<file path="src/design/tpbp_pkg.sv">
`default_nettype none

package tpbp_pkg;

    localparam int WORD_W              = 32;
    localparam int BLOCK_WORDS_DEFAULT = 16;

    // layout codes, two bits per word in the block mask
    typedef logic [1:0] layout_t;
    localparam layout_t LAYOUT_RAW   = 2'd0;
    localparam layout_t LAYOUT_20_12 = 2'd1;
    localparam layout_t LAYOUT_16_16 = 2'd2;
    localparam layout_t LAYOUT_12_20 = 2'd3;

    typedef enum logic [1:0] {
        SEQ_MASK,
        SEQ_DATA,
        SEQ_TAIL
    } seq_state_t;

    typedef struct packed {
        layout_t             code;
        logic [WORD_W-1:0]   word;
    } pair_t;

    // one output beat as it travels through the read stage and output queue
    typedef struct packed {
        logic                src_ram;
        logic [WORD_W-1:0]   word;
        logic                is_mask;
        logic                last;
    } out_beat_t;

    function automatic pair_t pair_pack(input logic [WORD_W-1:0] a,
                                        input logic [WORD_W-1:0] b);
        pair_t p;
        priority if (a[31:16] == 16'd0 && b[31:16] == 16'd0) begin
            p.code = LAYOUT_16_16;
            p.word = a | (b << 16);
        end else if (a[31:20] == 12'd0 && b[31:12] == 20'd0) begin
            p.code = LAYOUT_20_12;
            p.word = a | (b << 20);
        end else if (a[31:12] == 20'd0 && b[31:20] == 12'd0) begin
            p.code = LAYOUT_12_20;
            p.word = a | (b << 12);
        end else begin
            p.code = LAYOUT_RAW;
            p.word = a;
        end
        return p;
    endfunction

endpackage

`default_nettype wire

</file>
<file path="src/design/tpbp_ram.sv">
`default_nettype none

module tpbp_ram #(
    parameter int WIDTH = 32,
    parameter int DEPTH = 32
) (
    input  wire logic                     aclk,
    input  wire logic                     we,
    input  wire logic [$clog2(DEPTH)-1:0] waddr,
    input  wire logic [WIDTH-1:0]         wdata,
    input  wire logic                     re,
    input  wire logic [$clog2(DEPTH)-1:0] raddr,
    output logic      [WIDTH-1:0]         rdata
);

    logic [WIDTH-1:0] mem [DEPTH];

    always_ff @(posedge aclk) begin
        if (we) begin
            mem[waddr] <= wdata;
        end
        if (re) begin
            rdata <= mem[raddr];
        end
    end

endmodule

`default_nettype wire

</file>
<file path="src/design/token_pair_block_packer.sv">
`default_nettype none

// Token pair block packer. Each s_ beat carries one 32-bit token (tlast marks
// the end of the stream). One token is held back and paired with the next one
// into a single word (16+16, 20+12 or 12+20 bit layouts, else the held token is
// written alone). Words fill a block of BLOCK_WORDS entries; when the block is
// full, or the stream ends, it goes out on m_ as the layout mask beat
// (tuser = 1) followed by the data beats, tlast set on the final beat caused
// by an input beat. Rate: one input beat per cycle while the bank being filled
// is free and the descriptor queue has room. The word store is one RAM
// split into two banks: one fills while the other drains through the single
// read port, one beat per cycle while m_ is not stalled; a raw end-of-stream
// token is carried beside the RAM. Input stalls only when both banks still
// await draining or the block-descriptor queue lacks two free slots; paired
// streams sustain one token per cycle, all-raw streams are bound by the
// output at 16 tokens per 17 beats for full blocks.
module token_pair_block_packer
#(
    parameter int BLOCK_WORDS = tpbp_pkg::BLOCK_WORDS_DEFAULT
) (
    input  wire logic                        aclk,
    input  wire logic                        aresetn,
    // input stream
    input  wire logic                        s_tvalid,
    output logic                             s_tready,
    input  wire logic [tpbp_pkg::WORD_W-1:0] s_tdata,   // [31:0] token
    input  wire logic                        s_tlast,   // end_of_stream
    // output stream
    output logic                             m_tvalid,
    input  wire logic                        m_tready,
    output logic      [tpbp_pkg::WORD_W-1:0] m_tdata,   // [31:0] word
    output logic                             m_tuser,   // [0] is_mask
    output logic                             m_tlast    // last
);

    import tpbp_pkg::*;

    localparam int POS_W      = (BLOCK_WORDS > 1) ? $clog2(BLOCK_WORDS) : 1;
    localparam int FILL_W     = $clog2(BLOCK_WORDS + 1);
    localparam int ADDR_W     = POS_W + 1;
    localparam int RAM_DEPTH  = 1 << ADDR_W;
    localparam int DPTR_W     = 2;
    localparam int DESC_DEPTH = 1 << DPTR_W;
    localparam int DCNT_W     = DPTR_W + 1;

    localparam logic [FILL_W-1:0] BLOCK_FULL = FILL_W'(BLOCK_WORDS);

    // closed block waiting to be drained
    typedef struct packed {
        logic                bank;
        logic [FILL_W-1:0]   count;      // words held in the RAM bank
        logic [WORD_W-1:0]   mask;
        logic                tail_valid; // raw end-of-stream token after the RAM words
        logic [WORD_W-1:0]   tail_word;
        logic                last;       // final block of its input beat
    } desc_t;

    // ---------------------------------------------------------------- front end
    logic                pend_valid_reg, pend_valid_next;
    logic [WORD_W-1:0]   pend_token_reg, pend_token_next;
    logic [FILL_W-1:0]   fill_reg, fill_next;
    logic [WORD_W-1:0]   mask_reg, mask_next;
    logic                cur_bank_reg, cur_bank_next;
    logic [1:0]          bank_busy_reg, bank_busy_next;

    logic                s_fire;
    pair_t               pair;
    logic [POS_W-1:0]    pos;
    logic [FILL_W-1:0]   fill_a;
    logic [WORD_W-1:0]   mask_a;
    logic                close1;
    logic                tail;
    logic                push0, push1;
    desc_t               desc0, desc1;

    logic                ram_we;
    logic [ADDR_W-1:0]   ram_waddr;

    // --------------------------------------------------------- descriptor queue
    desc_t               desc_mem [DESC_DEPTH];
    logic [DPTR_W-1:0]   desc_wptr_reg, desc_rptr_reg;
    logic [DPTR_W-1:0]   desc_wptr_inc;
    logic [DCNT_W-1:0]   desc_cnt_reg;
    logic [1:0]          n_push;
    desc_t               head;
    logic                head_valid;

    // ----------------------------------------------------------------- back end
    seq_state_t          seq_state_reg, seq_state_next;
    logic [FILL_W-1:0]   k_reg, k_next;
    logic                k_end;
    logic                issue, room;
    logic [1:0]          occ;
    logic                pop;
    logic                rd_en;
    logic [ADDR_W-1:0]   rd_addr;
    logic [WORD_W-1:0]   ram_rdata;
    out_beat_t           issue_beat;

    logic                s1_valid_reg;
    out_beat_t           s1_beat_reg;
    out_beat_t           s1_resolved;

    out_beat_t           oq [2];
    logic [1:0]          oq_cnt_reg;
    logic                oq_wptr_reg, oq_rptr_reg;
    logic                m_fire;

    // ---------------------------------------------------------------- front end
    assign s_fire   = s_tvalid && s_tready;
    assign s_tready = !bank_busy_reg[cur_bank_reg] && (desc_cnt_reg <= DCNT_W'(DESC_DEPTH - 2));

    assign pair   = pair_pack(pend_token_reg, s_tdata);
    assign pos    = fill_reg[POS_W-1:0];
    assign fill_a = pend_valid_reg ? FILL_W'(fill_reg + 1'b1) : fill_reg;
    assign mask_a = pend_valid_reg
                  ? (mask_reg | (WORD_W'(pair.code) << {pos, 1'b0})) : mask_reg;
    assign close1 = pend_valid_reg && (fill_a == BLOCK_FULL);
    // token written raw at stream end: nothing held, or the pair failed
    assign tail   = s_tlast && (!pend_valid_reg || pair.code == LAYOUT_RAW);

    assign push0 = s_fire && (close1 || s_tlast);
    assign push1 = s_fire && close1 && tail;

    always_comb begin
        desc0.bank       = cur_bank_reg;
        desc0.count      = fill_a;
        desc0.mask       = mask_a;
        desc0.tail_valid = tail && !close1;
        desc0.tail_word  = s_tdata;
        desc0.last       = !(close1 && tail);

        // block just filled, raw token starts and ends a fresh block
        desc1.bank       = cur_bank_reg;
        desc1.count      = '0;
        desc1.mask       = '0;
        desc1.tail_valid = 1'b1;
        desc1.tail_word  = s_tdata;
        desc1.last       = 1'b1;
    end

    assign ram_we    = s_fire && pend_valid_reg;
    assign ram_waddr = {cur_bank_reg, pos};

    always_comb begin
        pend_valid_next = pend_valid_reg;
        pend_token_next = pend_token_reg;
        fill_next       = fill_reg;
        mask_next       = mask_reg;
        cur_bank_next   = cur_bank_reg;
        bank_busy_next  = bank_busy_reg;
        if (pop && head.count != '0) begin
            bank_busy_next[head.bank] = 1'b0;
        end
        if (s_fire) begin
            if (s_tlast) begin
                pend_valid_next = 1'b0;
                pend_token_next = '0;
            end else if (pend_valid_reg && pair.code != LAYOUT_RAW) begin
                pend_valid_next = 1'b0;
                pend_token_next = '0;
            end else begin
                pend_valid_next = 1'b1;
                pend_token_next = s_tdata;
            end
            if (push0) begin
                fill_next = '0;
                mask_next = '0;
                if (fill_a != '0) begin
                    bank_busy_next[cur_bank_reg] = 1'b1;
                    cur_bank_next                = !cur_bank_reg;
                end
            end else begin
                fill_next = fill_a;
                mask_next = mask_a;
            end
        end
    end

    always_ff @(posedge aclk) begin
        if (!aresetn) begin
            pend_valid_reg <= 1'b0;
            fill_reg       <= '0;
            mask_reg       <= '0;
            cur_bank_reg   <= 1'b0;
            bank_busy_reg  <= '0;
        end else begin
            pend_valid_reg <= pend_valid_next;
            fill_reg       <= fill_next;
            mask_reg       <= mask_next;
            cur_bank_reg   <= cur_bank_next;
            bank_busy_reg  <= bank_busy_next;
        end
    end

    always_ff @(posedge aclk) begin
        pend_token_reg <= pend_token_next;
    end

    // --------------------------------------------------------- descriptor queue
    assign desc_wptr_inc = desc_wptr_reg + 1'b1;
    assign n_push        = {1'b0, push0} + {1'b0, push1};
    assign head          = desc_mem[desc_rptr_reg];
    assign head_valid    = desc_cnt_reg != '0;

    always_ff @(posedge aclk) begin
        if (push0) begin
            desc_mem[desc_wptr_reg] <= desc0;
        end
        if (push1) begin
            desc_mem[desc_wptr_inc] <= desc1;
        end
    end

    always_ff @(posedge aclk) begin
        if (!aresetn) begin
            desc_wptr_reg <= '0;
            desc_rptr_reg <= '0;
            desc_cnt_reg  <= '0;
        end else begin
            desc_wptr_reg <= desc_wptr_reg + DPTR_W'(n_push);
            desc_rptr_reg <= desc_rptr_reg + DPTR_W'(pop);
            desc_cnt_reg  <= desc_cnt_reg + DCNT_W'(n_push) - DCNT_W'(pop);
        end
    end

    // ------------------------------------------------------------- word store
    tpbp_ram #(
        .WIDTH (WORD_W),
        .DEPTH (RAM_DEPTH)
    ) u_store (
        .aclk  (aclk),
        .we    (ram_we),
        .waddr (ram_waddr),
        .wdata (pair.word),
        .re    (rd_en),
        .raddr (rd_addr),
        .rdata (ram_rdata)
    );

    // ---------------------------------------------------------- drain sequencer
    // room counts the beat in the read stage; a beat leaving this cycle frees a slot
    assign m_fire = m_tvalid && m_tready;
    assign occ    = oq_cnt_reg + {1'b0, s1_valid_reg};
    assign room   = (occ < 2'd2) || m_fire;
    assign issue  = head_valid && room;
    assign k_end  = (k_reg == FILL_W'(head.count - 1'b1));

    always_comb begin
        seq_state_next = seq_state_reg;
        unique case (seq_state_reg)
            SEQ_MASK: begin
                if (issue) begin
                    seq_state_next = (head.count != '0) ? SEQ_DATA : SEQ_TAIL;
                end
            end
            SEQ_DATA: begin
                if (issue && k_end) begin
                    seq_state_next = head.tail_valid ? SEQ_TAIL : SEQ_MASK;
                end
            end
            SEQ_TAIL: begin
                if (issue) begin
                    seq_state_next = SEQ_MASK;
                end
            end
            default: seq_state_next = SEQ_MASK;
        endcase
    end

    always_comb begin
        issue_beat.src_ram = 1'b0;
        issue_beat.word    = head.mask;
        issue_beat.is_mask = 1'b0;
        issue_beat.last    = 1'b0;
        rd_en              = 1'b0;
        rd_addr            = {head.bank, k_reg[POS_W-1:0]};
        pop                = 1'b0;
        k_next             = k_reg;
        unique case (seq_state_reg)
            SEQ_MASK: begin
                issue_beat.is_mask = 1'b1;
                k_next             = '0;
            end
            SEQ_DATA: begin
                issue_beat.src_ram = 1'b1;
                issue_beat.last    = head.last && !head.tail_valid && k_end;
                rd_en              = issue;
                pop                = issue && k_end && !head.tail_valid;
                if (issue) begin
                    k_next = FILL_W'(k_reg + 1'b1);
                end
            end
            SEQ_TAIL: begin
                issue_beat.word = head.tail_word;
                issue_beat.last = head.last;
                pop             = issue;
            end
            default: begin
                issue_beat.is_mask = 1'b1;
            end
        endcase
    end

    always_ff @(posedge aclk) begin
        if (!aresetn) begin
            seq_state_reg <= SEQ_MASK;
            k_reg         <= '0;
            s1_valid_reg  <= 1'b0;
        end else begin
            seq_state_reg <= seq_state_next;
            k_reg         <= k_next;
            s1_valid_reg  <= issue;
        end
    end

    always_ff @(posedge aclk) begin
        if (issue) begin
            s1_beat_reg <= issue_beat;
        end
    end

    // ------------------------------------------------------------ output queue
    always_comb begin
        s1_resolved = s1_beat_reg;
        if (s1_beat_reg.src_ram) begin
            s1_resolved.word = ram_rdata;
        end
    end

    always_ff @(posedge aclk) begin
        if (s1_valid_reg) begin
            oq[oq_wptr_reg] <= s1_resolved;
        end
    end

    always_ff @(posedge aclk) begin
        if (!aresetn) begin
            oq_cnt_reg  <= '0;
            oq_wptr_reg <= 1'b0;
            oq_rptr_reg <= 1'b0;
        end else begin
            oq_cnt_reg  <= oq_cnt_reg + {1'b0, s1_valid_reg} - {1'b0, m_fire};
            oq_wptr_reg <= oq_wptr_reg ^ s1_valid_reg;
            oq_rptr_reg <= oq_rptr_reg ^ m_fire;
        end
    end

    assign m_tvalid = oq_cnt_reg != '0;
    assign m_tdata  = oq[oq_rptr_reg].word;
    assign m_tuser  = oq[oq_rptr_reg].is_mask;
    assign m_tlast  = oq[oq_rptr_reg].last;

`ifndef SYNTH
    // the bank being filled is never one still awaiting drain
    a_write_free_bank: assert property (@(posedge aclk) disable iff (!aresetn)
        ram_we |-> !bank_busy_reg[cur_bank_reg])
        else $error("write into a bank awaiting drain");

    // RAM reads only touch closed blocks
    a_read_busy_bank: assert property (@(posedge aclk) disable iff (!aresetn)
        rd_en |-> bank_busy_reg[head.bank])
        else $error("read from a bank not closed");

    a_desc_no_overflow: assert property (@(posedge aclk) disable iff (!aresetn)
        desc_cnt_reg <= DCNT_W'(DESC_DEPTH))
        else $error("descriptor queue overflow");

    a_oq_no_overflow: assert property (@(posedge aclk) disable iff (!aresetn)
        occ <= 2'd2)
        else $error("output queue overflow");

    // stream end leaves nothing held and an empty block
    a_eos_clears: assert property (@(posedge aclk) disable iff (!aresetn)
        (s_fire && s_tlast) |=> (!pend_valid_reg && fill_reg == '0))
        else $error("state not cleared after stream end");
`endif

endmodule

`default_nettype wire

</file>
<file path="config.mk">
export PLATFORM = sky130hd
export DESIGN_NAME = token_pair_block_packer
export DESIGN_NICKNAME = d
export VERILOG_FILES = /design/src/design/tpbp_pkg.sv /design/src/design/tpbp_ram.sv /design/src/design/token_pair_block_packer.sv
export SDC_FILE = /design/constraint.sdc
export NUM_CORES = 2
export LEC_CHECK = 0
export ABC_AREA = 1
export BUFFER_PORTS_ARGS = -buffer_cell sky130_fd_sc_hd__buf_2
export CORE_MARGIN = 2
export CORE_UTILIZATION = 40
export DETAILED_ROUTE_END_ITERATION = 7
export PLACE_DENSITY = 0.62
export SETUP_SLACK_MARGIN = 0.05
export SLEW_MARGIN = 0
export SYNTH_ARGS = -nofsm -noshare
export SYNTH_HDL_FRONTEND = slang
export SYNTH_SLANG_ARGS = --single-unit
</file>
<file path="constraint.sdc">
create_clock -name aclk -period 12.7 [get_ports aclk]
set_input_delay 1.27 -clock aclk [delete_from_list [all_inputs] [get_ports aclk]]
set_output_delay 1.27 -clock aclk [all_outputs]
set_load 0.005 [all_outputs]
</file>
==> impl_metrics.toml <==
[timing]
tightestPinTransition_ps = 1325
final.period_utilization_pct = 39.30
skew_ps = 27.98
slew_violations = 0
fin_setup_tns_ps = 0
max_slew_margin_pct = 11.69
hold_violations = 0
max_freq_mhz = 200.4
finalSetupViolCount = 0
rsz0062_at_grt = "false"
final.min_clock_period_ps = 4991

[setup_path]
cp_data_required_time_ps = 13140
worstPathArrival_ps = 5430
cp_slowest_stage_delay_ps = 720
crit_type = "reg2reg"
path_cells = "inv_1, ha_1, or2_0, o21ai_2, nand3_2, nor2_2, nand3_2, nand2_2, nand2_8, nor2_8, clkinv_2, nand2_1, buf_4"
cpMostUsedCell = "nand3_2"
r2r_slack_ps = 7710
cpMaxStageDelayCell = "nand2_1"
worstPathMaxFanout = 41
critPathLaunchType = "register"
crit_path_end_kind = "register"

[clocking]
cts-buffers-inserted = 154
cts_sinks = 1540
ctsHtreeMaxLevel = 4
post_cts_buffers = 0
clock-root-buffer = "clkbuf_16"
clkLatencyLatePin_ps = 780
cts_buffer_depth = 3
cts_resized = 0
ctsHoldBuffers = 0
cts_tree = "built"
clkTransAtPathRegs_ps = 60

[yosys]
seq_area_frac_synth_pct = 70.48
syn_nets = 5248
ys_ff_latch = 1540
ys_top_cells_by_area = "edfxtp_1 (64%), dfxtp_1 (6.9%), nor2_1 (6.1%)"
ys.flop_type = "edfxtp_1"
yosysUniqueCellTypes = 49
netlist_area_sq_mm = 0.06253
syn_inst = 5193
avgSynthCellArea_sq_um = 12.04
ys_warn_count = 0
synth.largest_area_cell = "edfxtp_1"
synth_top_area_share_pct = 63.53
synth_edf_count = 1323
async_flop_share_pct = 0

[route]
drt_first_iter_violations = 6044
routed_wl_um = 189300
firstDrtPassIters = 6
num_vias = 42770
post_drt_wl_per_cell_um = 25.85
drc = 0
vias_per_cell = 5.840
ant_nets = 0

[placed_design]
gp_congestion = 0.8835
hpwl_um = 99200
placed_cells = 7040
io_buffers = 72

[flow_run]
cap_violations = 0

[global_routing]
grt_pass1_wl_um = 272000
grt_pass1_vias = 39470
grt_max_degree = 181
antenna_found_initial = 8
grt_overflow = 0
grt.total_usage_pct = 23.26

[floorplanning]
die_area_sq_mm = 0.1595
fp-row-count = 145
io_pins = 73
die_h_um = 399.4
core_sq_mm = 0.1557
initial_core_util_pct = 40.17
chipWidth_um = 399.4

[cells_and_area]
drive_gt1_share_pct = 11.94
reg.largest.list = "u_store.mem x1024, desc_mem x288, oq x68"
nets = 5193
final_cells = 7323
largest_reg_flops = 1024
fill_cells = 13980
max_flop_register = "u_store.mem"
area_growth_pct = 11.77

[pwr]
ir_drop_uv = 121.5
power_density_mw_per_mm2 = 181.6
p_leak_nw = 23.12

[worst_hold_path]
hold_path_class = "reg2reg"

[run_status]
status = "finished, final reports clean"
[worst max-delay path: cells and delay by family, from the launching register on]
family                   cells  cell delay, ps
adder cells (fa/ha/maj)      1             340
AND/OR/NAND/NOR              8            2110
buffers and inverters        3            1410
flip-flops                   1             590
AO/OA/AOI/OAI                1             170
[layer usage]
layer | GRT usage, % | vias up | wire (um)
li1 | - | 18930 | -
met1 | 33.38 | 21260 | 78890
met2 | 34.45 | 2240 | 84060
met3 | 4.239 | 334 | 18180
met4 | 10.35 | 4 | 8172
met5 | 0 | - | 29
[Yosys cell counts, types with 2 or more instances]
library cell	n
nor3b_1	8
nor3_1	11
nand2_2	3
inv_1	140
buf_1	14
buf_6	22
nand2_1	337
xnor2_1	2
nor2_8	4
o31ai_1	4
or2_2	18
o22ai_1	120
a21oi_1	167
nor2_1	1024
dfxtp_1	217
ha_1	17
inv_2	11
buf_4	3
o21ai_0	760
a32oi_1	31
mux2_2	66
a21oi_2	66
buf_2	48
a22oi_1	6
nand3_1	124
nand3_2	6
nor2_2	5
edfxtp_1	1323
xor2_2	2
clkinv_1	2
xor2_1	7
o211a_1	8
nand4_1	18
o221ai_1	202
o211ai_1	4
a31oi_1	65
clkbuf_1	291
o21bai_1	20
o21ai_1	2
nor4_1	6
[layout by cell type, fill, tap and decap left out, types with 7 or more instances in the layout]
cell type,synthesis,layout
buf_4,3,92
buf_2,48,72
nand3_1,124,124
o22ai_1,120,120
clkinv_1,2,27
o21bai_1,20,16
clkbuf_16,0,159
a32oi_1,31,30
o21ai_2,1,9
nand2_1,337,337
inv_2,11,11
edfxtp_1,1323,1323
a21oi_2,66,66
clkbuf_1,291,41
bufinv_16,0,13
nor2_1,1024,993
clkinv_2,0,25
a21oi_1,167,167
nand4_1,18,18
ha_1,17,15
or2_2,18,18
nor3_1,11,9
xor2_1,7,7
nor2_4,1,32
a31oi_1,65,65
o21ai_0,760,752
inv_1,140,134
nor3b_1,8,8
dfxtp_1,217,210
o221ai_1,202,202
o211a_1,8,8
mux2_2,66,66
[through the flow]
step | instance area (sq um) | hold WS (ps) | power (mW) | util, % | setup slack (ps)
after floorplan | 62530 | 421.5 | 7.479 | - | 7844
after global placement | 64970 | 431.4 | 8.227 | 41.74 | 7076
after detailed placement | 64970 | 442.9 | 8.274 | 41.74 | 7115
after CTS | 69880 | 456.6 | 12.71 | 44.89 | 7698
after global routing | 69880 | 464.7 | 13.10 | 44.89 | 7372
final | 69890 | 457.2 | 12.69 | 44.90 | 7709
[final cells by class]
class | count | area [sq um] | area share [%]
diodes | 6 | 15.01 | 0.02148
multi-input cells | 3122 | 16600 | 23.75
flip-flops and latches | 1540 | 44090 | 63.09
well taps | 2058 | 2575 | 3.684
repair buffers | 167 | 1111 | 1.590
clock inverters | 74 | 732.0 | 1.047
clock buffers | 203 | 4174 | 5.972
inverters | 153 | 596.8 | 0.8539
[power breakdown]
part | internal (mW) | leakage, nW | switching (mW)
logic | 0.534 | 7.09 | 1.32
clock network | 2.58 | 2.39 | 1.92
registers | 6.11 | 13.6 | 0.241
total | 9.22 | 23.1 | 3.47
[worst paths after layout]
kind	endpoint	cells after the start	start
worst min-delay path	oq[1][0]	0	s1_beat_reg[0]
worst max register to register	desc_mem[2][6]	13	fill_reg[0]
worst min register to register	oq[1][0]	0	s1_beat_reg[0]
worst max-delay path	desc_mem[2][6]	13	fill_reg[0]
[kinds of logic after synthesis]
| group | after synthesis | synth area share [%] |
|---|---|---|
| AO/OA/AOI/OAI | 1459 | 14.07 |
| XOR/XNOR | 11 | 0.1781 |
| multiplexers | 66 | 1.189 |
| adder cells (fa/ha/maj) | 18 | 0.3722 |
| buffers and inverters | 531 | 3.566 |
| flip-flops | 1540 | 70.48 |
| AND/OR/NAND/NOR | 1568 | 10.14 |
(Power assumes the default switching activity.)
